[config.mk]
export PLATFORM = sky130hd
export DESIGN_NAME = pointer_cursor_tracker
export DESIGN_NICKNAME = d
export VERILOG_FILES = /design/src/rtl/core/pct_pkg.sv /design/src/rtl/core/pct_divider.sv /design/src/rtl/core/pointer_cursor_tracker.sv
export SDC_FILE = /design/constraint.sdc
export NUM_CORES = 1
export LEC_CHECK = 0
export ABC_CLOCK_PERIOD_IN_PS = 22300
export CORE_ASPECT_RATIO = 0.6
export CORE_UTILIZATION = 29
export CTS_CLUSTER_SIZE = 40
export DETAILED_ROUTE_END_ITERATION = 10
export DONT_BUFFER_PORTS = 1
export GPL_TIMING_DRIVEN = 0
export MAX_ROUTING_LAYER = met4
export PLACE_DENSITY = 0.49
export SETUP_SLACK_MARGIN = 0.05
export SKIP_LAST_GASP = 1
export SYNTH_ARGS = -nofsm -noshare
export SYNTH_HDL_FRONTEND = slang
export SYNTH_SLANG_ARGS = --single-unit
export TNS_END_PERCENT = 20
[constraint.sdc]
create_clock -name clk -period 22.3 [get_ports clk]
set_input_delay 2.23 -clock clk [delete_from_list [all_inputs] [get_ports clk]]
set_output_delay 2.23 -clock clk [all_outputs]
set_load 0.05 [all_outputs]
[src/rtl/core/pct_pkg.sv]
// Shared types and constants for the pointer cursor tracker.
// Used by pct_divider and pointer_cursor_tracker; depends on nothing else.
package pct_pkg;

  // Default width of the stored cursor position.
  localparam int PCT_POSITION_BITS = 12;

  // Field widths.
  localparam int PCT_SIZE_BITS  = 12;
  localparam int PCT_SPEED_BITS = 8;
  localparam int PCT_COORD_BITS = 16;
  localparam int PCT_OUT_BITS   = 12;

  // Stream and register port widths.
  localparam int PCT_IN_DATA_BITS  = 136;
  localparam int PCT_OUT_DATA_BITS = 32;
  localparam int PCT_ADDR_BITS     = 4;
  localparam int PCT_APB_BITS      = 32;

  // Serial divider: numerator sized for coord*size, denominator a 16-bit device value.
  localparam int PCT_NUM_BITS = PCT_COORD_BITS + PCT_SIZE_BITS;
  localparam int PCT_DEN_BITS = PCT_COORD_BITS;
  localparam int PCT_CNT_BITS = $clog2(PCT_NUM_BITS + 1);

  // Register reset values.
  localparam logic [PCT_SIZE_BITS-1:0]  PCT_RESET_WIDTH  = 12'd1024;
  localparam logic [PCT_SIZE_BITS-1:0]  PCT_RESET_HEIGHT = 12'd768;
  localparam logic [PCT_SPEED_BITS-1:0] PCT_RESET_SPEED  = 8'd4;

  typedef enum logic [1:0] {
    CMD_NONE     = 2'd0,
    CMD_ABS      = 2'd1,
    CMD_REL      = 2'd2,
    CMD_RECENTER = 2'd3
  } cmd_t;

  typedef enum logic [1:0] {
    REG_WIDTH  = 2'd0,
    REG_HEIGHT = 2'd1,
    REG_SPEED  = 2'd2,
    REG_AVAIL  = 2'd3
  } reg_idx_t;

  typedef enum logic [4:0] {
    ST_IDLE = 5'b00001,
    ST_MUL  = 5'b00010,
    ST_DIV  = 5'b00100,
    ST_FIX  = 5'b01000,
    ST_OUT  = 5'b10000
  } state_t;

  // Status of the serial divider as seen by the sequencer.
  typedef struct packed {
    logic busy;
    logic done;
  } pct_div_stat_t;

endpackage

[src/rtl/core/pct_divider.sv]
// Bit-serial restoring divider, one quotient bit per cycle.
// Depends on pct_pkg for widths and the status struct.
module pct_divider (
  input  logic                               clk,
  input  logic                               rst,
  input  logic                               start,
  input  logic [pct_pkg::PCT_NUM_BITS-1:0]   num,
  input  logic [pct_pkg::PCT_DEN_BITS-1:0]   den,
  output logic [pct_pkg::PCT_NUM_BITS-1:0]   quo,
  output pct_pkg::pct_div_stat_t             stat
);
  import pct_pkg::*;

  logic [PCT_NUM_BITS-1:0] quo_sr;
  logic [PCT_DEN_BITS-1:0] rem;
  logic [PCT_DEN_BITS-1:0] den_r;
  logic [PCT_CNT_BITS-1:0] count;
  logic                    busy;
  logic                    done;

  logic [PCT_DEN_BITS:0]   rem_sh;
  logic [PCT_DEN_BITS:0]   diff;
  logic                    fits;
  logic [PCT_DEN_BITS-1:0] rem_next;

  // Shift the next numerator bit into the partial remainder and try a subtract.
  always_comb begin
    rem_sh   = {rem, quo_sr[PCT_NUM_BITS-1]};
    diff     = rem_sh - {1'b0, den_r};
    fits     = (rem_sh >= {1'b0, den_r});
    rem_next = fits ? diff[PCT_DEN_BITS-1:0] : rem_sh[PCT_DEN_BITS-1:0];
  end

  always_ff @(posedge clk) begin
    if (rst) begin
      busy  <= 1'b0;
      done  <= 1'b0;
      count <= '0;
    end else begin
      done <= 1'b0;
      if (start) begin
        busy  <= 1'b1;
        count <= PCT_CNT_BITS'(PCT_NUM_BITS);
      end else if (busy) begin
        count <= count - 1'b1;
        if (count == PCT_CNT_BITS'(1)) begin
          busy <= 1'b0;
          done <= 1'b1;
        end
      end
    end
  end

  always_ff @(posedge clk) begin
    if (start) begin
      quo_sr <= num;
      rem    <= '0;
      den_r  <= den;
    end else if (busy) begin
      quo_sr <= {quo_sr[PCT_NUM_BITS-2:0], fits};
      rem    <= rem_next;
    end
  end

  assign quo       = quo_sr;
  assign stat.busy = busy;
  assign stat.done = done;

endmodule

[src/rtl/core/pointer_cursor_tracker.sv]
// Pointer cursor tracker: a report is accepted only in the idle state. With a pointer
// available, absolute and relative reports then run each axis, x then y, through a
// multiply state, the divider steps with its done flag and a fix-up state, then reach
// the output state; other rounds go there straight. No new report is taken until the
// result is registered, and a stalled result holds off the next report.
// Synchronous active-high reset restores the registers and recenters on the default screen.
module pointer_cursor_tracker #(
  parameter int POSITION_BITS = pct_pkg::PCT_POSITION_BITS
) (
  input  logic                                   clk,
  input  logic                                   rst,
  // Register port.
  input  logic                                   psel,
  input  logic                                   penable,
  input  logic                                   pwrite,
  input  logic [pct_pkg::PCT_ADDR_BITS-1:0]      paddr,
  input  logic [pct_pkg::PCT_APB_BITS-1:0]       pwdata,
  output logic [pct_pkg::PCT_APB_BITS-1:0]       prdata,
  output logic                                   pready,
  // Report requests. tdata from bit 0: abs_x, abs_y, abs_max_x, abs_max_y,
  // touch_active, rel_dx, rel_dy, res_x, res_y, left_button, zero fill.
  input  logic                                   s_axis_tvalid,
  output logic                                   s_axis_tready,
  input  logic [pct_pkg::PCT_IN_DATA_BITS-1:0]   s_axis_tdata,
  // tuser: command.
  input  logic [1:0]                             s_axis_tuser,
  // Result requests. tdata from bit 0: cursor_x, cursor_y, holding, press, zero fill.
  output logic                                   m_axis_tvalid,
  input  logic                                   m_axis_tready,
  output logic [pct_pkg::PCT_OUT_DATA_BITS-1:0]  m_axis_tdata,
  // tuser: status.
  output logic [0:0]                             m_axis_tuser
);
  import pct_pkg::*;

  localparam logic [PCT_NUM_BITS-1:0] PosMax =
    PCT_NUM_BITS'((64'd1 << POSITION_BITS) - 64'd1);

  // Saturate a wide value to the position width.
  function automatic logic [POSITION_BITS-1:0] fit_pos(input logic [PCT_NUM_BITS-1:0] v);
    logic [POSITION_BITS-1:0] r;
    if (v > PosMax) r = '1;
    else            r = v[POSITION_BITS-1:0];
    return r;
  endfunction

  // The result carries only the low 12 bits of a position.
  function automatic logic [PCT_OUT_BITS-1:0] out_pos(input logic [POSITION_BITS-1:0] p);
    logic [PCT_NUM_BITS-1:0] w;
    w = PCT_NUM_BITS'(p);
    return w[PCT_OUT_BITS-1:0];
  endfunction

  // Configuration registers.
  logic [PCT_SIZE_BITS-1:0]  screen_width;
  logic [PCT_SIZE_BITS-1:0]  screen_height;
  logic [PCT_SPEED_BITS-1:0] mouse_speed;
  logic                      pointer_available;

  // Tracker state.
  logic [POSITION_BITS-1:0] pos_x, pos_y;
  logic                     held, pressed;

  // Captured report.
  cmd_t                      cmd;
  logic [PCT_COORD_BITS-1:0] abs_x, abs_y, abs_max_x, abs_max_y;
  logic                      touch_active;
  logic [PCT_COORD_BITS-1:0] rel_dx, rel_dy;
  logic [PCT_COORD_BITS-1:0] res_x, res_y;
  logic                      left_button;

  state_t state;
  logic   axis;  // 0 works on x, 1 on y
  logic [POSITION_BITS-1:0] new_x, new_y;

  // APB: always ready; a write lands when the access phase completes.
  logic     cfg_wr;
  reg_idx_t cfg_idx;

  assign pready  = 1'b1;
  assign cfg_wr  = psel & penable & pwrite & pready;
  assign cfg_idx = reg_idx_t'(paddr[3:2]);

  always_comb begin
    case (cfg_idx)
      REG_WIDTH:  prdata = PCT_APB_BITS'(screen_width);
      REG_HEIGHT: prdata = PCT_APB_BITS'(screen_height);
      REG_SPEED:  prdata = PCT_APB_BITS'(mouse_speed);
      REG_AVAIL:  prdata = PCT_APB_BITS'(pointer_available);
      default:    prdata = '0;
    endcase
  end

  always_ff @(posedge clk) begin
    if (rst) begin
      screen_width      <= PCT_RESET_WIDTH;
      screen_height     <= PCT_RESET_HEIGHT;
      mouse_speed       <= PCT_RESET_SPEED;
      pointer_available <= 1'b0;
    end else if (cfg_wr) begin
      case (cfg_idx)
        REG_WIDTH:  screen_width      <= pwdata[PCT_SIZE_BITS-1:0];
        REG_HEIGHT: screen_height     <= pwdata[PCT_SIZE_BITS-1:0];
        REG_SPEED:  mouse_speed       <= pwdata[PCT_SPEED_BITS-1:0];
        REG_AVAIL:  pointer_available <= pwdata[0];
        default:    ;
      endcase
    end
  end

  // Per-axis operand selection for the shared multiply and divider.
  logic [PCT_SIZE_BITS-1:0]  sel_size;
  logic [POSITION_BITS-1:0]  sel_pos;
  logic [PCT_COORD_BITS-1:0] sel_coord, sel_max, sel_dx, sel_res;
  logic                      dx_neg;
  logic [PCT_COORD_BITS-1:0] dx_mag;
  logic [PCT_NUM_BITS-1:0]   prod_abs;
  logic [PCT_NUM_BITS-1:0]   prod_rel;
  logic [PCT_NUM_BITS-1:0]   div_num;
  logic [PCT_DEN_BITS-1:0]   div_den;
  logic                      div_start;
  logic [PCT_NUM_BITS-1:0]   div_quo;
  pct_div_stat_t             div_stat;

  always_comb begin
    sel_size  = axis ? screen_height : screen_width;
    sel_pos   = axis ? pos_y : pos_x;
    sel_coord = axis ? abs_y : abs_x;
    sel_max   = axis ? abs_max_y : abs_max_x;
    sel_dx    = axis ? rel_dy : rel_dx;
    sel_res   = axis ? res_y : res_x;
    // Work on the magnitude; the quotient gets its sign back afterward, which
    // gives truncation toward zero. The most negative value maps to 0x8000.
    dx_neg    = sel_dx[PCT_COORD_BITS-1];
    dx_mag    = dx_neg ? (~sel_dx + 1'b1) : sel_dx;
    prod_abs  = PCT_NUM_BITS'(sel_coord) * PCT_NUM_BITS'(sel_size);
    prod_rel  = PCT_NUM_BITS'(dx_mag) * PCT_NUM_BITS'(mouse_speed);
    div_num   = (cmd == CMD_ABS) ? prod_abs : prod_rel;
    div_den   = (cmd == CMD_ABS) ? sel_max : sel_res;
    div_start = (state == ST_MUL);
  end

  pct_divider u_div (
    .clk   (clk),
    .rst   (rst),
    .start (div_start),
    .num   (div_num),
    .den   (div_den),
    .quo   (div_quo),
    .stat  (div_stat)
  );

  // Fix-up after the divide: zero divisor, saturation of absolute values,
  // and clamping of relative moves to the screen.
  logic [PCT_SIZE_BITS-1:0]       size_top;
  logic                           den_zero;
  logic [PCT_NUM_BITS-1:0]        abs_res;
  logic signed [PCT_NUM_BITS:0]   rel_off;
  logic signed [PCT_NUM_BITS:0]   rel_sum;
  logic [PCT_NUM_BITS-1:0]        rel_res;
  logic [POSITION_BITS-1:0]       axis_new;

  always_comb begin
    size_top = (sel_size == '0) ? '0 : sel_size - 1'b1;
    den_zero = (div_den == '0);

    if (den_zero)                                abs_res = '0;
    else if (div_quo >= PCT_NUM_BITS'(sel_size)) abs_res = PCT_NUM_BITS'(size_top);
    else                                         abs_res = div_quo;

    if (den_zero)    rel_off = '0;
    else if (dx_neg) rel_off = -$signed({1'b0, div_quo});
    else             rel_off = $signed({1'b0, div_quo});
    rel_sum = $signed({1'b0, PCT_NUM_BITS'(sel_pos)}) + rel_off;

    if (rel_sum < 0)
      rel_res = '0;
    else if (rel_sum >= $signed({1'b0, PCT_NUM_BITS'(sel_size)}))
      rel_res = PCT_NUM_BITS'(size_top);
    else
      rel_res = rel_sum[PCT_NUM_BITS-1:0];

    axis_new = fit_pos((cmd == CMD_ABS) ? abs_res : rel_res);
  end

  // Next tracker state when the round closes.
  logic [POSITION_BITS-1:0] pos_x_next, pos_y_next;
  logic                     held_next, pressed_next, status_next;

  always_comb begin
    pos_x_next   = pos_x;
    pos_y_next   = pos_y;
    held_next    = held;
    pressed_next = pressed;
    status_next  = 1'b1;
    if (cmd == CMD_RECENTER) begin
      pos_x_next   = fit_pos(PCT_NUM_BITS'(screen_width[PCT_SIZE_BITS-1:1]));
      pos_y_next   = fit_pos(PCT_NUM_BITS'(screen_height[PCT_SIZE_BITS-1:1]));
      held_next    = 1'b0;
      pressed_next = 1'b0;
      status_next  = 1'b0;
    end else if (pointer_available) begin
      if (cmd == CMD_ABS || cmd == CMD_REL) begin
        pos_x_next  = new_x;
        pos_y_next  = new_y;
        held_next   = (cmd == CMD_ABS) ? touch_active : left_button;
        status_next = 1'b0;
      end
      // Press marks a release: held before the round and not after it.
      pressed_next = held & ~held_next;
    end
  end

  assign s_axis_tready = (state == ST_IDLE);

  // Sequencer: capture the report, run x then y through the divider (absolute and relative
  // reports with a pointer only), then hand the result to the output register once it is free.
  always_ff @(posedge clk) begin
    if (rst) begin
      state         <= ST_IDLE;
      axis          <= 1'b0;
      pos_x         <= fit_pos(PCT_NUM_BITS'(PCT_RESET_WIDTH[PCT_SIZE_BITS-1:1]));
      pos_y         <= fit_pos(PCT_NUM_BITS'(PCT_RESET_HEIGHT[PCT_SIZE_BITS-1:1]));
      held          <= 1'b0;
      pressed       <= 1'b0;
      m_axis_tvalid <= 1'b0;
    end else begin
      case (state)
        ST_IDLE: begin
          if (s_axis_tvalid) begin
            axis <= 1'b0;
            if (pointer_available && (cmd_t'(s_axis_tuser) == CMD_ABS ||
                                      cmd_t'(s_axis_tuser) == CMD_REL)) begin
              state <= ST_MUL;
            end else begin
              state <= ST_OUT;
            end
          end
        end
        ST_MUL: state <= ST_DIV;
        ST_DIV: begin
          if (div_stat.done) state <= ST_FIX;
        end
        ST_FIX: begin
          if (axis) begin
            state <= ST_OUT;
          end else begin
            axis  <= 1'b1;
            state <= ST_MUL;
          end
        end
        ST_OUT: begin
          if (!m_axis_tvalid || m_axis_tready) begin
            pos_x   <= pos_x_next;
            pos_y   <= pos_y_next;
            held    <= held_next;
            pressed <= pressed_next;
            state   <= ST_IDLE;
          end
        end
        default: state <= ST_IDLE;
      endcase
      // A new result is loaded as the previous one leaves; otherwise tvalid drops
      // on its handshake.
      if (state == ST_OUT && (!m_axis_tvalid || m_axis_tready)) begin
        m_axis_tvalid <= 1'b1;
      end else if (m_axis_tready) begin
        m_axis_tvalid <= 1'b0;
      end
    end
  end

  // Payload registers.
  always_ff @(posedge clk) begin
    if (s_axis_tvalid && s_axis_tready) begin
      cmd          <= cmd_t'(s_axis_tuser);
      abs_x        <= s_axis_tdata[15:0];
      abs_y        <= s_axis_tdata[31:16];
      abs_max_x    <= s_axis_tdata[47:32];
      abs_max_y    <= s_axis_tdata[63:48];
      touch_active <= s_axis_tdata[64];
      rel_dx       <= s_axis_tdata[80:65];
      rel_dy       <= s_axis_tdata[96:81];
      res_x        <= s_axis_tdata[112:97];
      res_y        <= s_axis_tdata[128:113];
      left_button  <= s_axis_tdata[129];
    end
    if (state == ST_FIX) begin
      if (axis) new_y <= axis_new;
      else      new_x <= axis_new;
    end
    if (state == ST_OUT && (!m_axis_tvalid || m_axis_tready)) begin
      m_axis_tdata <= {6'd0, pressed_next, held_next,
                       out_pos(pos_y_next), out_pos(pos_x_next)};
      m_axis_tuser <= status_next;
    end
  end

endmodule

# == Yosys cells after proc, flatten, opt, wreduce, memory -nomap -nowiden ==
# Cells that the tools add are included.
# op_classes
n_addsub,6
mul,2
magnitude_cmp,5
eq_ne,17
muxes,54
bitwise_logic,7
reduce_logical,24
# op_table
operator,count
$mux 28,8
$pmux 32 s4,1
$mux 12,10
$mux 16,7
$mux 29,2
$mux 5,7
$add 13x29->29,1
$ge 29x13->1,1
$lt 29x1->1 const B,1
$neg 28->29,1
$ge 28x12->1,1
$gt 28x12->1 const B,1
$mul 16x12->28,1
$pmux 5 s5,1
$mul 16x8->24,1
$ge 17x16->1,1
$mux 1,17
$add 16x1->16 const B,1
$logic_not 16->1,1
$not 16->16,1
$reduce_and 2->1,8
$sub 16x16->16,1
$logic_not 12->1,1
$sub 12x1->12 const B,1
21 further kinds,39
# totals
reg_bits,316
inputBits,181
output_inout_bits,68
wordCells,148

# == Longest topological paths before layout ==
# logic_depth
ltp_word,11
depth_mapped,32
mapped_depth_nobuf,26

# == By module ==
# A second synthesis with hierarchy kept.
# unflattened
cells_unflattened,2734
area_unflattened_um2,26958.4
# by_module_without_submodules
module,instances,cells_each,area_each_um2,seq_area_each_um2
pointer_cursor_tracker,1,2401,23228.5,6816.5
pct_divider,1,333,3729.8,1781.7

# == Worst setup path after synthesis ==
# No wires, ideal clock.
# synth_timing
kind,register -> register
from,register axis
to,"register u_div.quo_sr[27], in the netlist u_div.quo[27], data pin"
setup_time_ns,0.261
t_arrival_ns,7.758
setup_slack_ns,14.281
path_stages_with_launch,29
synth_period_minus_slack_ns,8.019
path_cell_list,dfxtp_1 > buf_4 > buf_1 > buf_1 > clkbuf_1 > buf_1 > clkbuf_1 > clkbuf_1 > mux2i_1 > nor2_1 > fa_1 > fa_1 > inv_1 > fa_1 > inv_1 > fa_1 > fa_1 > ha_1 > o21ai_0 > a21boi_0 > and4_1 > a21oi_1 > o221ai_1 > a211oi_1 > o21bai_1 > a21oi_1 > o21ai_0 > xnor2_1 > o21ai_0
# synth_between
elab_chain_len,4
word_cells_on_any_way,5
cone_classes,1 x mul; 4 x mux
# synth_lines
element,line_no,text
"start, declared",pointer_cursor_tracker.sv:73,logic axis;
"start signal, assigned",pointer_cursor_tracker.sv:221,axis <= 1'b0;
"start signal, assigned",pointer_cursor_tracker.sv:231,axis <= 1'b0;
"start signal, assigned",pointer_cursor_tracker.sv:248,axis <= 1'b1;
$mux 16 / $mux 12 (equally long branches),"pointer_cursor_tracker.sv:128, pointer_cursor_tracker.sv:126",
$mul 16x12->28 (*),pointer_cursor_tracker.sv:136,prod_abs = PCT_NUM_BITS'(sel_coord) * PCT_NUM_BITS'(sel_size);
$mux 28 (*),pointer_cursor_tracker.sv:138,div_num = (cmd == CMD_ABS) ? prod_abs : prod_rel;
$mux 28 (*),pct_divider.sv:55,if (start) begin
"end signal, assigned",pct_divider.sv:56,quo_sr <= num;
"end signal, assigned",pct_divider.sv:60,"quo_sr <= {quo_sr[PCT_NUM_BITS-2:0], fits};"
"end, declared",pct_divider.sv:14,logic [PCT_NUM_BITS-1:0] quo_sr;
# Every way passes the cells marked *; elsewhere a longest branch is shown, timed or not.
# A chain may end at the register's enable or synchronous reset.

# == Worst setup path after layout ==
# Same ends and word-level chain as after synthesis.

==> impl_metrics.yaml <==
run_status:
  status: "complete, but fails checks"
  violations: "DRC"
synth:
  ys_types: 75
  ys_ff_latch: 316
  synth-edff-count: 227
  syn_area_per_cell_um2: 9.72
  synthMuxAreaShare: 0.0711
  synth_compound_area_frac: 0.0961
  ys_seq_area_frac: 0.327
  synth_top_family_by_area: "adder cells"
  async_flop_share: 0
  synth-simple-area-share: 0.148
  synth-adder-area-share: 0.253
  ys.flop_type: "edfxtp_1"
  syn-cell-area_um2: 26300
  syn_inst: 2703
  yosysWarnings: 0
  synth_xor_area_frac: 0.0367
setup_path:
  criticalPathCategory: "flip-flop to flip-flop"
  cp_max_fo: 10
  crit_path_end_kind: "flip-flop"
  rrSetupSlack_ps: 10840
  regToRegStartpoint: "axis$_SDFFE_PP0P_"
  critPathLaunchType: "flip-flop"
  crit_start: "axis$_SDFFE_PP0P_"
  slowest_delay_ps: 860
  crit_slowest_cell: "buf_1"
  crit_top_cell: "fa_1"
  cp_data_required_time_ps: 22620
  crit_arrival_ps: 11780
power_and_ir_drop:
  peakVddDrop_mv: 0.0434
  seq_power_share: 0.422
  switching_power_uw: 522
  p_comb_frac: 0.221
  clkPwrFrac: 0.357
  switching_share: 0.316
  p_int_uw: 1130
  power.leakage_uw: 0.0119
  pwr_density_cell_nw_per_um2: 56.8
grt:
  grt_first_pass_wirelength_mm: 125
  grt_overflow: 0
  grt_max_degree: 62
  grt.met1_usage: 0.289
  grt_pass1_vias: 18800
  grt-busiest-layer: "met1"
  grt.met3_usage: 0.0450
  use_met2: 0.239
  grt_antenna_before_repair: 2
  grt.total_usage: 0.187
clocking:
  cts_tree: "done"
  cts.sinks: 316
  cts_buffer_depth: 3
  postCtsSetupBuffers: 0
  cts_buffers: 36
  ctsResizeCount: 0
  clkTransAtPathRegs_ps: 60
  htree_num_levels: 2
  cts-root-buf: "clkbuf_16"
  clk_latency_ps: 580
  hold_buffers: 0
place:
  gp_congestion: 0.893
  post-place-ws_ps: 10820
  placedInstanceArea_um2: 27900
  hpwlAfterDp_mm: 67.2
  port_buffers: 0
  place_inst: 3948
timing:
  maxSlewHeadroom: 0.214
  hold_ws_ps: 458
  tns_ps: 0
  fin_skew_ps: 31.5
  rsz0062_at_grt: "false"
  fin_crit_sh: 0.514
  setup_viol: 0
  setup_ws_ps: 10840
  slew_viol_final: 0
  min_period_ps: 11460
  max_clock_freq_mhz: 87.3
  worst_pin_slew_ps: 1150
  hold_viol: 0
hold_path:
  hold_class: "flip-flop to flip-flop"
  hp-start: "pressed$_SDFFE_PP0P_"
die:
  die_w_um: 391
  core.rowCount: 85
  ios: 249
  initial_utilization: 0.293
  core_area_um2: 89700
  die-area_um2: 91800
  die_y_um: 235
final_layout:
  final_cell_mix: "nand2_1 (427), inv_1 (293), edfxtp_1 (227), fa_1 (226), nor2_1 (183)"
  syn_to_final_growth_pct: 10.8
  finalNetCount: 3345
  final_common_cell: "nand2_1"
  instances_no_fill: 4015
  fill_cells: 9269
  design_area_um2: 29100
  drive_above_1_share: 0.0648
route:
  first_pass_iters: 8
  avgRoutedWirePerCell_um: 20.8
  drt.antenna.violating_nets: 0
  drc: 4
  drt_iter0_drc: 2048
  drt-total-wl_mm: 83.5
  viasPerCell: 4.89
  vias: 19600
run:
  maxCapViolCount: 0
-- synthesized netlist by cell type (all sizes together) (28+ instances only) --
library cell  number  area [um2]
nor2             185         694
fa               226        4520
a21o              28         210
xnor2             73         639
inv              296        1110
xor2              37         324
nor3              38         195
mux2              50         563
buf               54         330
edfxtp           227        6820
dfxtp             89        1780
nand2            427        1600
ha               170        2130
mux2i             92         921
nor2b             32         200
nand2b            29         181
o21ai            132         661
and2              54         338
a21oi            137         689
clkbuf            82         308
-- state kept, by name (all words and copies together), names as in the netlist, 16 cells and up --
name and cells:
m_axis_tdata 26, u_div.den_r 16, res_y 16, abs_x 16, abs_max_x 16, u_div.rem 16
abs_y 16, rel_dx 16, u_div.quo 28, rel_dy 16, res_x 16, abs_max_y 16
-- cells by family after synthesis --
logic type | after synthesis
compound gates | 418
flops | 316
simple gates | 867
buf+inv | 435
mux | 159
other cells | 2
fa+ha+maj | 396
xor+xnor | 110
-- cell type report --
class	count	area, um2	area share
Clock buffer	48	998	0.0343
Tap cell	1218	1520	0.0524
Antenna cell	3	7.51	0.000258
Buffer	136	641	0.0220
Clock inverter	16	150	0.00516
Inverter	299	1120	0.0386
Sequential cell	316	8600	0.295
Multi-Input combinational cell	1977	16000	0.550
Timing Repair Buffer	2	47.5	0.00163
-- metrics by stage --
stage                     total power (uW)  utilization
after floorplan                        966            -
after global placement                1080        0.311
after detailed placement              1070        0.312
after CTS                             1670        0.325
after global routing                  1730        0.325
final                                 1650        0.325
-- power groups by stage --
stage	Clock [uW]	Combinational, uW	Sequential, uW
after floorplan	0	260	706
after CTS	602	366	697
after global routing	626	407	701
after detailed placement	0	363	709
final	589	365	697
after global placement	0	359	716
-- metal layers --
metal / up-vias / routed length [um]
li1: 9188 / -
met2: 665 / 32700
met5: - / 0
met3: 89 / 7320
met4: 0 / 1810
met1: 9690 / 41600
-- worst paths after layout --
| kind | cells after the start | to |
|---|---|---|
| min reg2reg | 2 | pressed$_SDFFE_PP0P_ |
| min | 2 | pressed$_SDFFE_PP0P_ |
| max | 28 | u_div.quo[27]$_DFFE_PP_ |
| max reg2reg | 28 | u_div.quo[27]$_DFFE_PP_ |
-- critical path, delay by kind of cell, from the launching register on --
| family | cells | cell delay, ps |
|---|---|---|
| buf+inv | 9 | 4380 |
| fa+ha+maj | 6 | 3040 |
| compound gates | 9 | 1970 |
| mux | 1 | 780 |
| simple gates | 2 | 370 |
| flops | 1 | 340 |
| xor+xnor | 1 | 290 |
(Power assumes the default switching activity.)
